File: config.mk
export PLATFORM = sky130hd
export DESIGN_NAME = word_tokenizer_hasher
export DESIGN_NICKNAME = d
export VERILOG_FILES = /design/src/hw/rtl/wth_pkg.sv /design/src/hw/rtl/word_tokenizer_hasher.sv /design/src/hw/rtl/wth_front.sv /design/src/hw/rtl/wth_queue.sv /design/src/hw/rtl/wth_back.sv
export SDC_FILE = /design/constraint.sdc
export NUM_CORES = 1
export LEC_CHECK = 0
export BUFFER_PORTS_ARGS = -buffer_cell sky130_fd_sc_hd__buf_4
export CORE_AREA = 2 2 190 192
export CTS_BUF_LIST = sky130_fd_sc_hd__clkbuf_8
export CTS_CLUSTER_DIAMETER = 150
export DETAILED_ROUTE_END_ITERATION = 6
export DIE_AREA = 0 0 192 194
export PLACE_DENSITY = 0.69
export SYNTH_ARGS = -nofsm -noshare
export SYNTH_HDL_FRONTEND = slang
export SYNTH_SLANG_ARGS = --single-unit
File: constraint.sdc
create_clock -name i_clk -period 12.2 [get_ports i_clk]
set_input_delay 0.61 -clock i_clk [delete_from_list [all_inputs] [get_ports i_clk]]
set_output_delay 0.61 -clock i_clk [all_outputs]
set_load 0.005 [all_outputs]
File: src/hw/rtl/wth_pkg.sv
`timescale 1ns / 1ps
// ----------------------------------------------------------------------------
// wth_pkg
// Types, constants and the hash step shared by the word tokenizer and hasher.
// ----------------------------------------------------------------------------
package wth_pkg;

    localparam int NUM_BRK = 5;

    // Depth of the queue between front and back end.
    localparam int QDEPTH = 4;
    localparam int QAW    = $clog2(QDEPTH);
    localparam logic [QAW:0] QCNT_FULL = (QAW + 1)'(QDEPTH);

    typedef enum logic [1:0] {
        TOK_SPACE = 2'd0,
        TOK_WORD  = 2'd1,
        TOK_BREAK = 2'd2,
        TOK_END   = 2'd3
    } t_tok_kind;

    typedef enum logic [2:0] {
        REG_CASE_SENS = 3'd0,
        REG_BRK_ON    = 3'd1,
        REG_BRK_CNT   = 3'd2,
        REG_BRK_A     = 3'd3,
        REG_BRK_B     = 3'd4,
        REG_BRK_C     = 3'd5,
        REG_BRK_D     = 3'd6,
        REG_BRK_E     = 3'd7
    } t_reg_idx;

    typedef struct packed {
        logic                       case_sens;
        logic                       brk_on;
        logic [2:0]                 brk_cnt;
        logic [NUM_BRK-1:0][7:0]    brk_chr;
    } t_cfg;

    localparam logic       RST_CASE_SENS = 1'b1;
    localparam logic       RST_BRK_ON    = 1'b0;
    localparam logic [2:0] RST_BRK_CNT   = 3'd4;
    localparam logic [7:0] RST_BRK_A     = 8'd44;
    localparam logic [7:0] RST_BRK_B     = 8'd46;
    localparam logic [7:0] RST_BRK_C     = 8'd59;
    localparam logic [7:0] RST_BRK_D     = 8'd58;
    localparam logic [7:0] RST_BRK_E     = 8'd0;

    // One classified item as it travels from front to back end.
    typedef struct packed {
        logic        eol;
        logic        space;
        logic        brk;
        logic [15:0] ch;     // already case folded when folding is on
        logic [16:0] pos;
        logic        ovf;    // meaningful on end of line only
    } t_cls_item;

    typedef struct packed {
        t_tok_kind   kind;
        logic [15:0] start;
        logic [15:0] stop;
        logic [31:0] hash;
        logic        last;
        logic        ovf;
    } t_token;

    function automatic logic [31:0] hash_step(input logic [31:0] h, input logic [15:0] c);
        return h + {16'b0, c} + {h[24:0], h[31:25]} + h;
    endfunction

endpackage

File: src/hw/rtl/word_tokenizer_hasher.sv
`timescale 1ns / 1ps
// ----------------------------------------------------------------------------
// word_tokenizer_hasher
// Splits a stream of 16-bit characters into whitespace runs, words and break
// tokens, each reported with its first and last position and a 32-bit hash.
// ----------------------------------------------------------------------------
// One character or end-of-line transfer is taken per clock cycle while the
// queue is not full. A character that both closes an open run and forms a
// break token yields two results, and the back end then keeps it at the queue
// head until both are out, since the result register delivers one token per
// cycle when the output is not stalled. A four-entry queue between the
// classifying front end and the token back end absorbs such pairs and short
// output stalls. Characters at or past the line limit are dropped and flagged
// on the end-of-line result. No clearing pass is needed after reset.
module word_tokenizer_hasher #(
    parameter int LINE_CHARS  = 65536,
    parameter int BREAK_SLOTS = 5
) (
    input  logic        i_clk,
    input  logic        i_rst_n,
    // Character stream
    input  logic        i_s_tvalid,
    output logic        o_s_tready,
    input  logic [15:0] i_s_tdata,   // [15:0] char_code
    input  logic        i_s_tlast,   // kind: 1 = end of line
    // Token stream
    output logic        o_m_tvalid,
    input  logic        i_m_tready,
    output logic [71:0] o_m_tdata,   // [15:0] token_start, [31:16] token_end,
                                     // [63:32] token_hash, [64] overflow
    output logic [1:0]  o_m_tuser,   // [1:0] token_kind
    output logic        o_m_tlast,   // last
    // Register port
    input  logic        psel,
    input  logic        penable,
    input  logic        pwrite,
    input  logic [4:0]  paddr,
    input  logic [31:0] pwdata,
    output logic [31:0] prdata,
    output logic        pready
);

    wth_pkg::t_cfg      r_cfg;
    wth_pkg::t_reg_idx  reg_idx;
    wth_pkg::t_cls_item front_item;
    wth_pkg::t_cls_item q_item;
    wth_pkg::t_token    tok;
    logic               cfg_wr;
    logic               q_full;
    logic               q_push;
    logic               q_valid;
    logic               q_pop;

    assign pready  = 1'b1;
    assign reg_idx = wth_pkg::t_reg_idx'(paddr[4:2]);
    assign cfg_wr  = psel && penable && pwrite && pready;

    always_ff @(posedge i_clk) begin
        if (!i_rst_n) begin
            r_cfg.case_sens  <= wth_pkg::RST_CASE_SENS;
            r_cfg.brk_on     <= wth_pkg::RST_BRK_ON;
            r_cfg.brk_cnt    <= wth_pkg::RST_BRK_CNT;
            r_cfg.brk_chr[0] <= wth_pkg::RST_BRK_A;
            r_cfg.brk_chr[1] <= wth_pkg::RST_BRK_B;
            r_cfg.brk_chr[2] <= wth_pkg::RST_BRK_C;
            r_cfg.brk_chr[3] <= wth_pkg::RST_BRK_D;
            r_cfg.brk_chr[4] <= wth_pkg::RST_BRK_E;
        end else if (cfg_wr) begin
            case (reg_idx)
                wth_pkg::REG_CASE_SENS: r_cfg.case_sens  <= pwdata[0];
                wth_pkg::REG_BRK_ON:    r_cfg.brk_on     <= pwdata[0];
                wth_pkg::REG_BRK_CNT:   r_cfg.brk_cnt    <= pwdata[2:0];
                wth_pkg::REG_BRK_A:     r_cfg.brk_chr[0] <= pwdata[7:0];
                wth_pkg::REG_BRK_B:     r_cfg.brk_chr[1] <= pwdata[7:0];
                wth_pkg::REG_BRK_C:     r_cfg.brk_chr[2] <= pwdata[7:0];
                wth_pkg::REG_BRK_D:     r_cfg.brk_chr[3] <= pwdata[7:0];
                wth_pkg::REG_BRK_E:     r_cfg.brk_chr[4] <= pwdata[7:0];
                default: ;
            endcase
        end
    end

    always_comb begin
        case (reg_idx)
            wth_pkg::REG_CASE_SENS: prdata = {31'b0, r_cfg.case_sens};
            wth_pkg::REG_BRK_ON:    prdata = {31'b0, r_cfg.brk_on};
            wth_pkg::REG_BRK_CNT:   prdata = {29'b0, r_cfg.brk_cnt};
            wth_pkg::REG_BRK_A:     prdata = {24'b0, r_cfg.brk_chr[0]};
            wth_pkg::REG_BRK_B:     prdata = {24'b0, r_cfg.brk_chr[1]};
            wth_pkg::REG_BRK_C:     prdata = {24'b0, r_cfg.brk_chr[2]};
            wth_pkg::REG_BRK_D:     prdata = {24'b0, r_cfg.brk_chr[3]};
            wth_pkg::REG_BRK_E:     prdata = {24'b0, r_cfg.brk_chr[4]};
            default:                prdata = '0;
        endcase
    end

    wth_front #(
        .LINE_CHARS  (LINE_CHARS),
        .BREAK_SLOTS (BREAK_SLOTS)
    ) u_front (
        .i_clk    (i_clk),
        .i_rst_n  (i_rst_n),
        .i_cfg    (r_cfg),
        .i_valid  (i_s_tvalid),
        .i_eol    (i_s_tlast),
        .i_char   (i_s_tdata),
        .o_ready  (o_s_tready),
        .i_q_full (q_full),
        .o_push   (q_push),
        .o_item   (front_item)
    );

    wth_queue u_queue (
        .i_clk   (i_clk),
        .i_rst_n (i_rst_n),
        .i_push  (q_push),
        .i_item  (front_item),
        .o_full  (q_full),
        .i_pop   (q_pop),
        .o_valid (q_valid),
        .o_item  (q_item)
    );

    wth_back u_back (
        .i_clk       (i_clk),
        .i_rst_n     (i_rst_n),
        .i_valid     (q_valid),
        .i_item      (q_item),
        .o_pop       (q_pop),
        .o_tok_valid (o_m_tvalid),
        .o_tok       (tok),
        .i_tok_ready (i_m_tready)
    );

    assign o_m_tdata = {7'b0, tok.ovf, tok.hash, tok.stop, tok.start};
    assign o_m_tuser = tok.kind;
    assign o_m_tlast = tok.last;

endmodule

File: src/hw/rtl/wth_front.sv
`timescale 1ns / 1ps
// ----------------------------------------------------------------------------
// wth_front
// Accepts characters, numbers them, drops those past the line limit and
// classifies the rest as whitespace, break or word character.
// ----------------------------------------------------------------------------
module wth_front #(
    parameter int LINE_CHARS  = 65536,
    parameter int BREAK_SLOTS = 5
) (
    input  logic              i_clk,
    input  logic              i_rst_n,
    input  wth_pkg::t_cfg     i_cfg,
    input  logic              i_valid,
    input  logic              i_eol,
    input  logic [15:0]       i_char,
    output logic              o_ready,
    input  logic              i_q_full,
    output logic              o_push,
    output wth_pkg::t_cls_item o_item
);

    localparam int LIMIT_INT = (LINE_CHARS > 65536) ? 65536 : LINE_CHARS;
    localparam logic [16:0] LIMIT = 17'(LIMIT_INT);
    localparam int NSLOT_INT = (BREAK_SLOTS < wth_pkg::NUM_BRK) ? BREAK_SLOTS : wth_pkg::NUM_BRK;
    localparam logic [2:0] NSLOT = 3'(NSLOT_INT);

    logic [16:0] r_pos, n_pos;
    logic        r_ovf, n_ovf;
    logic        accept;
    logic        drop;
    logic [2:0]  cnt_eff;
    logic        slot_hit;
    logic        is_space;
    logic        is_brk;
    logic [15:0] folded;

    assign o_ready = !i_q_full;
    assign accept  = i_valid && o_ready;
    assign drop    = !i_eol && (r_pos >= LIMIT);
    assign o_push  = accept && !drop;

    always_comb begin
        cnt_eff  = (i_cfg.brk_cnt > NSLOT) ? NSLOT : i_cfg.brk_cnt;
        slot_hit = 1'b0;
        for (int i = 0; i < wth_pkg::NUM_BRK; i++) begin
            if ((3'(i) < cnt_eff) && (i_char == {8'b0, i_cfg.brk_chr[i]})) begin
                slot_hit = 1'b1;
            end
        end
        is_space = (i_char == 16'h0020) || (i_char inside {[16'h0009:16'h000D]});
        is_brk   = (|i_char[15:8]) || (i_cfg.brk_on && ((i_char == 16'h0000) || slot_hit));
        if (!i_cfg.case_sens && (i_char inside {[16'h0061:16'h007A]})) begin
            folded = i_char - 16'h0020;
        end else begin
            folded = i_char;
        end
    end

    always_comb begin
        o_item.eol   = i_eol;
        o_item.space = is_space;
        o_item.brk   = is_brk;
        o_item.ch    = folded;
        o_item.pos   = r_pos;
        o_item.ovf   = r_ovf;
    end

    always_comb begin
        n_pos = r_pos;
        n_ovf = r_ovf;
        if (accept) begin
            if (i_eol) begin
                n_pos = '0;
                n_ovf = 1'b0;
            end else if (drop) begin
                n_ovf = 1'b1;
            end else begin
                n_pos = r_pos + 17'd1;
            end
        end
    end

    always_ff @(posedge i_clk) begin
        if (!i_rst_n) begin
            r_pos <= '0;
            r_ovf <= 1'b0;
        end else begin
            r_pos <= n_pos;
            r_ovf <= n_ovf;
        end
    end

endmodule

File: src/hw/rtl/wth_queue.sv
`timescale 1ns / 1ps
// ----------------------------------------------------------------------------
// wth_queue
// Short first-in first-out queue of classified items between the two ends.
// ----------------------------------------------------------------------------
module wth_queue (
    input  logic               i_clk,
    input  logic               i_rst_n,
    input  logic               i_push,
    input  wth_pkg::t_cls_item i_item,
    output logic               o_full,
    input  logic               i_pop,
    output logic               o_valid,
    output wth_pkg::t_cls_item o_item
);

    wth_pkg::t_cls_item r_mem [wth_pkg::QDEPTH];
    logic [wth_pkg::QAW-1:0] r_wr, n_wr;
    logic [wth_pkg::QAW-1:0] r_rd, n_rd;
    logic [wth_pkg::QAW:0]   r_cnt, n_cnt;
    logic                    do_push;
    logic                    do_pop;

    assign o_full  = (r_cnt == wth_pkg::QCNT_FULL);
    assign o_valid = (r_cnt != '0);
    assign o_item  = r_mem[r_rd];
    assign do_push = i_push && !o_full;
    assign do_pop  = i_pop && o_valid;

    always_comb begin
        n_wr  = do_push ? r_wr + 1'b1 : r_wr;
        n_rd  = do_pop ? r_rd + 1'b1 : r_rd;
        n_cnt = r_cnt;
        if (do_push && !do_pop) begin
            n_cnt = r_cnt + 1'b1;
        end else if (do_pop && !do_push) begin
            n_cnt = r_cnt - 1'b1;
        end
    end

    always_ff @(posedge i_clk) begin
        if (do_push) begin
            r_mem[r_wr] <= i_item;
        end
    end

    always_ff @(posedge i_clk) begin
        if (!i_rst_n) begin
            r_wr  <= '0;
            r_rd  <= '0;
            r_cnt <= '0;
        end else begin
            r_wr  <= n_wr;
            r_rd  <= n_rd;
            r_cnt <= n_cnt;
        end
    end

endmodule

File: src/hw/rtl/wth_back.sv
`timescale 1ns / 1ps
// ----------------------------------------------------------------------------
// wth_back
// Token tracker: keeps the open run and its hash, forms up to two tokens per
// classified item; its result register hands one out per cycle unless stalled.
// ----------------------------------------------------------------------------
module wth_back (
    input  logic               i_clk,
    input  logic               i_rst_n,
    input  logic               i_valid,
    input  wth_pkg::t_cls_item i_item,
    output logic               o_pop,
    output logic               o_tok_valid,
    output wth_pkg::t_token    o_tok,
    input  logic               i_tok_ready
);

    logic        r_in_word, n_in_word;
    logic [16:0] r_run_start, n_run_start;
    logic [31:0] r_hash, n_hash;
    logic        r_phase, n_phase;
    logic        r_out_valid, n_out_valid;
    wth_pkg::t_token r_out;

    logic            rs_lt_p;
    logic            has_a;
    logic            has_b;
    logic            out_free;
    logic            emit;
    logic            finish;
    logic [16:0]     pos_m1;
    logic [31:0]     h_base;
    logic [31:0]     h_next;
    logic [31:0]     h_brk;
    wth_pkg::t_token res_a;
    wth_pkg::t_token res_b;
    wth_pkg::t_token cur;

    assign rs_lt_p  = r_run_start < i_item.pos;
    assign pos_m1   = i_item.pos - 17'd1;
    assign out_free = !r_out_valid || i_tok_ready;

    // The open run closes at line end or when a character cannot extend it.
    always_comb begin
        has_a = i_item.eol || (rs_lt_p &&
                (i_item.space ? r_in_word : (!r_in_word || i_item.brk)));
        has_b = !i_item.eol && !i_item.space && i_item.brk;
    end

    always_comb begin
        h_brk  = wth_pkg::hash_step(32'd0, i_item.ch);
        h_base = (i_item.space ? r_in_word : !r_in_word) ? 32'd0 : r_hash;
        h_next = wth_pkg::hash_step(h_base, i_item.ch);
    end

    always_comb begin
        if (i_item.eol && !rs_lt_p) begin
            res_a.kind  = wth_pkg::TOK_END;
            res_a.start = '0;
            res_a.stop  = '0;
            res_a.hash  = '0;
        end else begin
            res_a.kind  = r_in_word ? wth_pkg::TOK_WORD : wth_pkg::TOK_SPACE;
            res_a.start = r_run_start[15:0];
            res_a.stop  = pos_m1[15:0];
            res_a.hash  = r_hash;
        end
        res_a.last = i_item.eol;
        res_a.ovf  = i_item.eol && i_item.ovf;

        res_b.kind  = wth_pkg::TOK_BREAK;
        res_b.start = i_item.pos[15:0];
        res_b.stop  = i_item.pos[15:0];
        res_b.hash  = h_brk;
        res_b.last  = 1'b0;
        res_b.ovf   = 1'b0;

        cur = (has_a && !r_phase) ? res_a : res_b;
    end

    // An item with two tokens stays at the queue head until both are emitted.
    always_comb begin
        emit   = i_valid && (has_a || has_b) && out_free;
        finish = i_valid && (!(has_a || has_b) ||
                 (out_free && (!(has_a && has_b) || r_phase)));
    end

    assign o_pop       = finish;
    assign o_tok_valid = r_out_valid;
    assign o_tok       = r_out;

    always_comb begin
        n_in_word   = r_in_word;
        n_run_start = r_run_start;
        n_hash      = r_hash;
        if (finish) begin
            if (i_item.eol) begin
                n_in_word   = 1'b0;
                n_run_start = '0;
                n_hash      = '0;
            end else if (i_item.space) begin
                n_in_word = 1'b0;
                if (r_in_word) begin
                    n_run_start = i_item.pos;
                end
                n_hash = h_next;
            end else if (i_item.brk) begin
                n_in_word   = 1'b1;
                n_run_start = i_item.pos + 17'd1;
                n_hash      = '0;
            end else begin
                n_in_word = 1'b1;
                if (!r_in_word) begin
                    n_run_start = i_item.pos;
                end
                n_hash = h_next;
            end
        end

        if (finish) begin
            n_phase = 1'b0;
        end else if (emit) begin
            n_phase = 1'b1;
        end else begin
            n_phase = r_phase;
        end

        if (emit) begin
            n_out_valid = 1'b1;
        end else if (i_tok_ready) begin
            n_out_valid = 1'b0;
        end else begin
            n_out_valid = r_out_valid;
        end
    end

    always_ff @(posedge i_clk) begin
        if (emit) begin
            r_out <= cur;
        end
    end

    always_ff @(posedge i_clk) begin
        if (!i_rst_n) begin
            r_in_word   <= 1'b0;
            r_run_start <= '0;
            r_hash      <= '0;
            r_phase     <= 1'b0;
            r_out_valid <= 1'b0;
        end else begin
            r_in_word   <= n_in_word;
            r_run_start <= n_run_start;
            r_hash      <= n_hash;
            r_phase     <= n_phase;
            r_out_valid <= n_out_valid;
        end
    end

endmodule

Word level (Yosys, flattened, before mapping)
Memories as Yosys holds them, arrays and structs flattened. A register that Yosys moved wholly into a read port is not among the register bits.
Index checks and enable logic that the tools add are counted.
- bits in registers: 190
- bits in latches: 0
- bits in writable memories: 148
- bits in read-only memories: 0
- output and inout bits: 110
- logic and storage cells: 177
- memories kept: 1
- $add $sub $neg: 11
- multipliers: 0
- div/mod/pow operators: 0
- magnitude comparators: 12
- eq/ne operators: 17
- shifts and indexed selects: 0
- multiplexer cells: 36
- bitwise operators: 2
- reduce and logical (&&, ||, !) cells: 72
- memory list (name ; depth ; bits a word ; read ports ; clocked after memory_dff ; wr ports ; line ; source):
    u_queue.r_mem ; 4 ; 37 ; 1 ; 1 ; 1 ; wth_queue.sv:17 ; wth_pkg::t_cls_item r_mem [wth_pkg::QDEPTH];
- operators with widths (cell ; number):
    one-hot mux 32 bit (8 select lines) ; 1
    2-to-1 mux 32 bit ; 4
    2-to-1 mux 17 bit ; 7
    == test 16 x 8 -> 1 bit ; 5
    2-to-1 mux 66 bit ; 1
    2-to-1 mux 65 bit ; 1
    adder 32 bit ; 2
    adder 17 x 1 -> 17 bit, second input constant ; 2
    adder 32 x 16 -> 32 bit ; 1
    logical AND 1 bit ; 29
    AND reduction 2 bit ; 10
    >= comparator 17 bit, second input constant ; 1
    < comparator 17 bit ; 1
    == test 16 x 6 -> 1 bit, second input constant ; 1
    >= comparator 16 x 4 -> 1 bit, second input constant ; 1
    >= comparator 16 x 7 -> 1 bit, second input constant ; 1
    <= comparator 16 x 4 -> 1 bit, second input constant ; 1
    <= comparator 16 x 7 -> 1 bit, second input constant ; 1
    zero test 16 bit ; 1
    2-to-1 mux 1 bit ; 16
    2-to-1 mux 16 bit ; 1
    subtractor 16 x 1 -> 16 bit, second input constant ; 1
    subtractor 16 x 6 -> 16 bit, second input constant ; 1
    == test 3 bit, second input constant ; 5
    23 further kinds ; 55

Longest topological paths before layout
Gate-level depths: netlist of the first run.
- word-level depth: 15
- mapped depth: 17
- gate-level depth less buffers: 15

By module
A second synthesis of the first run with hierarchy kept.
- cells, all modules: 1574
- area, all modules: 17907.2 µm²
- modules (own cells, without submodules) (module ; instances ; cells an instance ; area each (µm²)):
    wth_back ; 1 ; 851 ; 7988.9
    wth_queue ; 1 ; 241 ; 5864.4
    word_tokenizer_hasher ; 1 ; 260 ; 2373.5
    wth_front ; 1 ; 222 ; 1680.4

Worst setup path after synthesis of the first run
No wires, ideal clock.
- path type: register -> register
- from: reg (tool-made name)
- to: reg u_back.r_out (netlist bit u_back.o_tok[0]) (enable)
- data arrival time: 6.132 ns
- data required time: 11.703 ns
- slack: 5.571 ns
- cell stages (with the launch flop): 13
- path buffers: 3
- cells stage by stage: dfxtp_1 -> buf_6 -> buf_2 -> buf_1 -> mux4_2 -> inv_1 -> ha_1 -> nand4_1 -> o221ai_1 -> a211oi_1 -> nand2_1 -> a21o_1 -> nor2_1
- RTL lines (item ; line ; source):
    end signal, assigned ; wth_back.sv:139 ; r_out <= cur;
    end, declared ; wth_back.sv:23 ; wth_pkg::t_token r_out;

==> results of run 1 <==
-- routing by layer --
| metal | GRT usage | share of wire | vias to the layer above |
|---|---|---|---|
| met5 | 0 | 0 | - |
| met4 | 0.06050 | 0.019 | 0 |
| met3 | 0.03095 | 0.045 | 55 |
| met2 | 0.3351 | 0.48 | 272 |
| met1 | 0.2738 | 0.46 | 5604 |
| li1 | - | - | 5652 |
-- flip-flops by register name, indices dropped and copies added, names as in the netlist, 2 cells and up, named ones only --
register            flops
u_back.o_tok           68
u_queue.r_wr            2
u_front.r_pos          17
u_queue.r_mem         148
u_back.r_run_start     17
u_back.r_hash          32
u_queue.r_cnt           3
r_cfg                  45
u_queue.r_rd            2
-- kinds of logic (layout without fill, tap and decap cells) --
group | count (synthesis) | in the layout | synth area share
other cells | 2 | 32 | 0.0004325
buf+inv | 144 | 274 | 0.03970
xor+xnor | 97 | 97 | 0.04892
mux | 96 | 96 | 0.08567
simple gates | 463 | 463 | 0.1348
flops | 340 | 340 | 0.5165
fa+ha+maj | 89 | 89 | 0.07147
compound gates | 261 | 261 | 0.1025
-- cells in the mapped netlist, types with 10 or more instances --
cell type  number  share of area
a21oi_1        54          0.016
edfxtp_1      216           0.37
o21ai_0        57          0.016
nor2_1         72          0.016
fa_1           17          0.020
nand3_1        37          0.011
buf_2          10         0.0029
a21o_1         16         0.0069
buf_4          32          0.014
dfxtp_1       124           0.14
xor2_1         46          0.023
nor4_1         10         0.0036
nor2b_1        66          0.024
ha_1           72          0.052
mux2i_1        53          0.031
a22o_1         40          0.020
xnor2_1        51          0.026
nor3_1         24         0.0069
clkbuf_1       49          0.011
mux4_2         42          0.054
nand2_1       139          0.030
nand4_1        15         0.0054
inv_1          44         0.0095
and2_1         30          0.011
and3_1         12         0.0043
or3_1          23         0.0083
-- area by class of cell --
class                           instances  area [um2]  share of cell area
Clock buffer                           59       812.0             0.04146
Clock inverter                         43       247.7             0.01265
Inverter                               46       172.7            0.008816
Multi-Input combinational cell       1038        7861              0.4014
Sequential cell                       340        8970              0.4580
Tap cell                              461       576.8             0.02945
Timing Repair Buffer                  126       945.9             0.04829
-- cell usage in the layout, fill, tap and decap left out, types with 57 or more instances in the layout --
master,instances
nor2_1,70
buf_4,126
nand2_1,139
clkbuf_8,59
dfxtp_1,123
o21ai_0,57
edfxtp_1,216
nor2b_1,66
inv_1,66
ha_1,72
-- report_power, final --
| group | switching [mW] | internal, mW | leakage (nW) |
|---|---|---|---|
| clock | 0.455 | 0.491 | 0.623 |
| sequential | 0.0863 | 1.55 | 3.03 |
| combinational | 1.06 | 0.677 | 3.92 |
-- worst register-to-register path, stage by stage (launching register included) --
cell,delay (ns)
dfxtp_2,0.31
buf_4,0.58
mux4_2,0.70
xnor2_2,0.15
buf_4,0.37
nor2b_1,0.17
fa_1,0.54
ha_1,0.16
inv_1,0.05
fa_1,0.40
nor2b_1,0.20
o2111ai_1,0.16
a211oi_1,0.34
nor2_1,0.18
a311oi_1,0.67
a211oi_1,0.22
o211a_1,0.26
a211o_1,0.25
-- how the worst max path moves through the flow --
stage | startpoint | cells after the start | end
6_report | register | 17 | u_back.r_hash[31]
5_1_grt | register | 17 | u_back.r_hash[29]
4_1_cts | register | 17 | u_back.r_hash[31]
3_5_place_dp | register | 17 | u_back.r_hash[31]
3_3_place_gp | register | 17 | u_back.r_hash[31]
2_1_floorplan | register | 12 | u_back.o_tok[0]
-- metrics by stage --
stage / power, mW / worst slack [ns]
after global routing: 4.601 / 5.870
after global placement: 3.368 / 6.358
after detailed placement: 3.398 / 6.303
after CTS: 4.350 / 6.315
after floorplan: 2.838 / 5.571
final: 4.317 / 6.398
==> metrics.md, run 1 <==
| Metric | Value |
|---|---|
| Num Clock Sinks | 340 |
| Hold crit path type | in2reg |
| Register area share after synthesis | 0.5165 |
| Worst path bufs/invs | 3 |
| Synth cell types | 77 |
| Total CTS buffers | 54 |
| Largest net degree at the start of global routing | 83 |
| Vias in the first global route | between 10000 and 15000 |
| Hold path startpoint | i_s_tlast |
| Slew Limit Fails | 0 |
| Post-Route WL | between 30000 and 40000 um |
| Final setup violation count | 0 |
| Critical-path cell list | buf_4 > mux4_2 > xnor2_2 > buf_4 > nor2b_1 > fa_1 > ha_1 > inv_1 > fa_1 > nor2b_1 > o2111ai_1 > a211oi_1 > nor2_1 > a311oi_1 > a211oi_1 > o211a_1 > a211o_1 |
| Sum Neg Setup Slack | 0 ns |
| R2R setup slack | 6.40 ns |
| Cell Count, Final, Fillers Out | 2113 |
| Worst vdd ir | 122.8 uV |
| Worst Hold Slack | 0.1865 ns |
| Final Util | 0.5561 |
| Crit path launch type | register |
| FMAX | 172.4 MHz |
| Minimum clock period | 5.802 ns |
| Top delay family on crit path | compound AO/OA/AOI/OAI gates |
| GRT Total Usage | 0.2019 |
| Slowest cell on crit path | mux4_2 |
| Die Y | slightly below 200 um |
| Number of synthesized flops with an enable pin | 216 |
| Max Cap Viol | 0 |
| Post-CTS setup buffer count | 0 |
| Input/output buffers | between 100 and 150 |
| CTS Root Cell | clkbuf_8 |
| Clock Skew | around 0.024 ns |
| IO Pins | between 150 and 200 |
| Worst EP required | 12.74 ns |
| Endpoint class of the critical path | register |
| Mapped Area | 17370 um2 |
| Die Width | 192 um |
| Max incr delay on CP | 0.69 ns |
| NumNets Final | 1756 |
| WS Path Type | reg2reg |
| Gr ovfl total | 0 |
| Leakage Power | 7.579 nW |
| Tightest Pin Transition | 1.192 ns |
| Worst skew pair latency | between 0.6 and 0.7 ns |
| Final instance area | 19590 um2 |
| Post-CTS sizing | 0 |
| Initial Util | 0.4930 |
| Row count | about 70 |
| Fraction of registers with async set/reset | 0 |
| Placer's final routability congestion estimate | slightly below 0.9 |
| RSZ-0062 raised after global routing | false |
| Placeable Area | 35220 um2 |
| Iter 0 DRT Violations | 788 |
| Area delta synth->final | 12.79% |
| Cts hold-fix bufs | 0 |
| Syn. warnings | 0 |
| Fillers | 2989 |
| Main synth FF type | edfxtp_1 |
| Hold Path Sink | u_queue.r_mem[0][36] |
| Wire per inst | 17.76 um |
| Ant. Diodes | 0 |
| Critical Path Fanout Max | 37 |
| Initial antenna violation count | 0 |
| P per Cell Area | approximately 220 nW/um2 |
| Outcome | finished clean |
| CTS tree | yes |
| Placed Area | 18520 um2 |
| H-tree Lvls | 2 |
| Drt drc | 0 |
| Die area | 37250 um2 |
| Final Hold Fails | 0 |
| Post-synthesis cell count | 1492 |
| Final ANT Viol Nets | 0 |
| Final HPWL DP | 25670 um |
| Layout cells sized above 1 | 0.1604 |
| Inst Count DP | 2011 |
| Vias | 11580 |
| Avg Synthesized Cell Area | 11.64 um2 |
| Worst hold stages | 1 |
| CTS clk-pin slew, worst paths | approximately 0.070 ns |
| Global-route wire length before repair | roughly 60000 um |
| Relative slew slack | 0.2035 |
| First-pass detailed-route iteration total | 5 |
| Vias/cell | 5.482 |
| #FFs+latches synth | 340 |
| Period utilization | 0.4755 |
| Crit path DAT | 6.34 ns |
| Clock tree buffer depth | 3 |
| Worst-case reg-to-reg path depth | 17 |
| Reg2reg end | u_back.r_hash[31] |
Note: power is estimated with default switching activity, not from simulation.
==> run 2: changes to the inputs <==
Clock period 12.2 ns to 5.4 ns, I/O delays scaled along.
==> run 2 against run 1 <==
  * Routed wire length increased by 1.7%
  * Non-clock buffer count increased by 29
  * Sequential share of layout area decreased by 0.65 points
  * Sequential power increased by 130%
  * Critical endpoint unchanged
  * Highest routed layer unchanged
==> metrics.md, run 2 (same netlist as run 1, synthesis figures left out) <==
| Metric | Value |
|---|---|
| Final worst slack | roughly 0.56 ns |
| Commonest non-fill, non-tap cell in the layout | edfxtp_1 |
| Worst vdd ir | 320.7 uV |
| Die Y | 194 um |
| FMAX | around 210 MHz |
| Crit path DAT | around 5.3 ns |
| Wire per inst | 17.81 um |
| Outcome | finished clean |
| Post-CTS setup buffer count | 0 |
| Ant. Diodes | 0 |
| NumNets Final | 1786 |
| Minimum clock period | 4.845 ns |
| Leakage Power | 7.707 nW |
| Clock tree buffer depth | 3 |
| Max Cap Viol | 0 |
| Endpoint class of the critical path | register |
| CTS Root Cell | clkbuf_8 |
| Worst skew pair latency | between 0.6 and 0.7 ns |
| Clock Skew | 0.02231 ns |
| Vias in the first global route | about 12000 |
| Slew Limit Fails | 0 |
| Final HPWL DP | between 20000 and 30000 um |
| Area delta synth->final | 14.42% |
| CTS clk-pin slew, worst paths | 0.06 ns |
| RSZ-0062 raised after global routing | false |
| Final Util | 0.5641 |
| Worst-case reg-to-reg path depth | 15 |
| Worst Hold Slack | 0.09216 ns |
| GRT Total Usage | 0.2093 |
| Vias | 11850 |
| Fillers | 2949 |
| Die area | 37250 um2 |
| Placer's final routability congestion estimate | 0.8845 |
| Num Clock Sinks | 340 |
| Most flop-heavy register | u_queue.r_mem |
| Initial antenna violation count | 0 |
| P per Cell Area | 494.5 nW/um2 |
| Total CTS buffers | 55 |
| Critical Path Fanout Max | 36 |
| Placeable Area | 35220 um2 |
| Gr ovfl total | 0 |
| Final ANT Viol Nets | 0 |
| IO Pins | ~170 |
| Tightest Pin Transition | 1.237 ns |
| CTS tree | yes |
| Largest net degree at the start of global routing | 83 |
| WS Path Type | reg2reg |
| Global-route wire length before repair | ~62000 um |
| Relative slew slack | 0.1701 |
| Vias/cell | ~5.5 |
| Input/output buffers | 112 |
| Period utilization | 0.8972 |
| Layout cells sized above 1 | 0.1599 |
| Drt drc | 0 |
| Final Hold Fails | 0 |
| Final setup violation count | 0 |
| Pre-CTS WS | ~0.56 ns |
| Worst hold stages | 3 |
| First-pass detailed-route iteration total | 5 |
| Hold crit path type | in2reg |
| Most frequent cells in the layout | edfxtp_1, nand2_1, buf_4, dfxtp_1, ha_1 |
| Die Width | 192 um |
| Largest register FFs | 148 |
| H-tree Lvls | 2 |
| Sum Neg Setup Slack | 0 ns |
| Initial Util | 0.4930 |
| Worst EP required | between 5 and 6 ns |
| Iter 0 DRT Violations | between 700 and 800 |
| Post-Route WL | between 30000 and 40000 um |
| Row count | between 60 and 70 |
| Crit path launch type | register |
## run 2: per-layer routing
layer,track usage,up-vias,wire length [um],share of wire
met5,0,-,0,0
met4,0.06955,0,783,0.021
met3,0.03240,55,1815,0.048
met2,0.3444,316,18430,0.48
met1,0.2834,5771,17130,0.45
li1,-,5704,-,-
## run 2: final timing paths
path,slack (ns),end,from
hold reg to reg,0.47,u_back.r_hash[29],u_back.r_hash[29]
hold / removal,0.09,u_back.o_tok_valid,i_m_tready
setup / recovery,0.56,u_back.r_hash[31],register
setup reg to reg,0.56,u_back.r_hash[31],register
## run 2: area by class of cell
type | count | area [um2] | area share
Multi-Input combinational cell | 1038 | 7866 | 0.3959
Clock inverter | 42 | 211.5 | 0.01064
Sequential cell | 340 | 8970 | 0.4514
Tap cell | 461 | 576.8 | 0.02903
Clock buffer | 61 | 839.6 | 0.04225
Inverter | 46 | 172.7 | 0.008690
Timing Repair Buffer | 155 | 1234 | 0.06209
## run 2: worst max-delay path, cell delays in order (launching register included)
cell       delay (ns)
dfxtp_2          0.34
buf_4            0.58
mux4_2           0.63
fa_1             0.55
ha_1             0.17
inv_1            0.06
fa_1             0.41
nor2b_1          0.19
o2111ai_1        0.16
a211oi_1         0.37
nor2_1           0.15
a311oi_1         0.32
buf_4            0.20
a211oi_1         0.09
o211a_1          0.23
a211o_1          0.26
## run 2: where the power goes
group	switching (mW)	internal (mW)
Sequential	0.214	3.49
Clock	1.01	1.09
Combinational	2.42	1.61
## run 2: per-stage QoR
step	area [um2]	cells	power, mW
2_1_floorplan	17490	1522	6.392
3_3_place_gp	18590	2017	7.681
3_5_place_dp	18590	2017	7.766
4_1_cts	19870	2143	9.898
5_1_grt	19870	2143	10.51
6_report	19870	2143	9.825
## run 2: what timing repair did
item,in CTS,in global routing
setup endpoints to repair,0,0
hold buffers,23,0
endpoints found under the hold margin,102,0
gates resized for setup,0,0
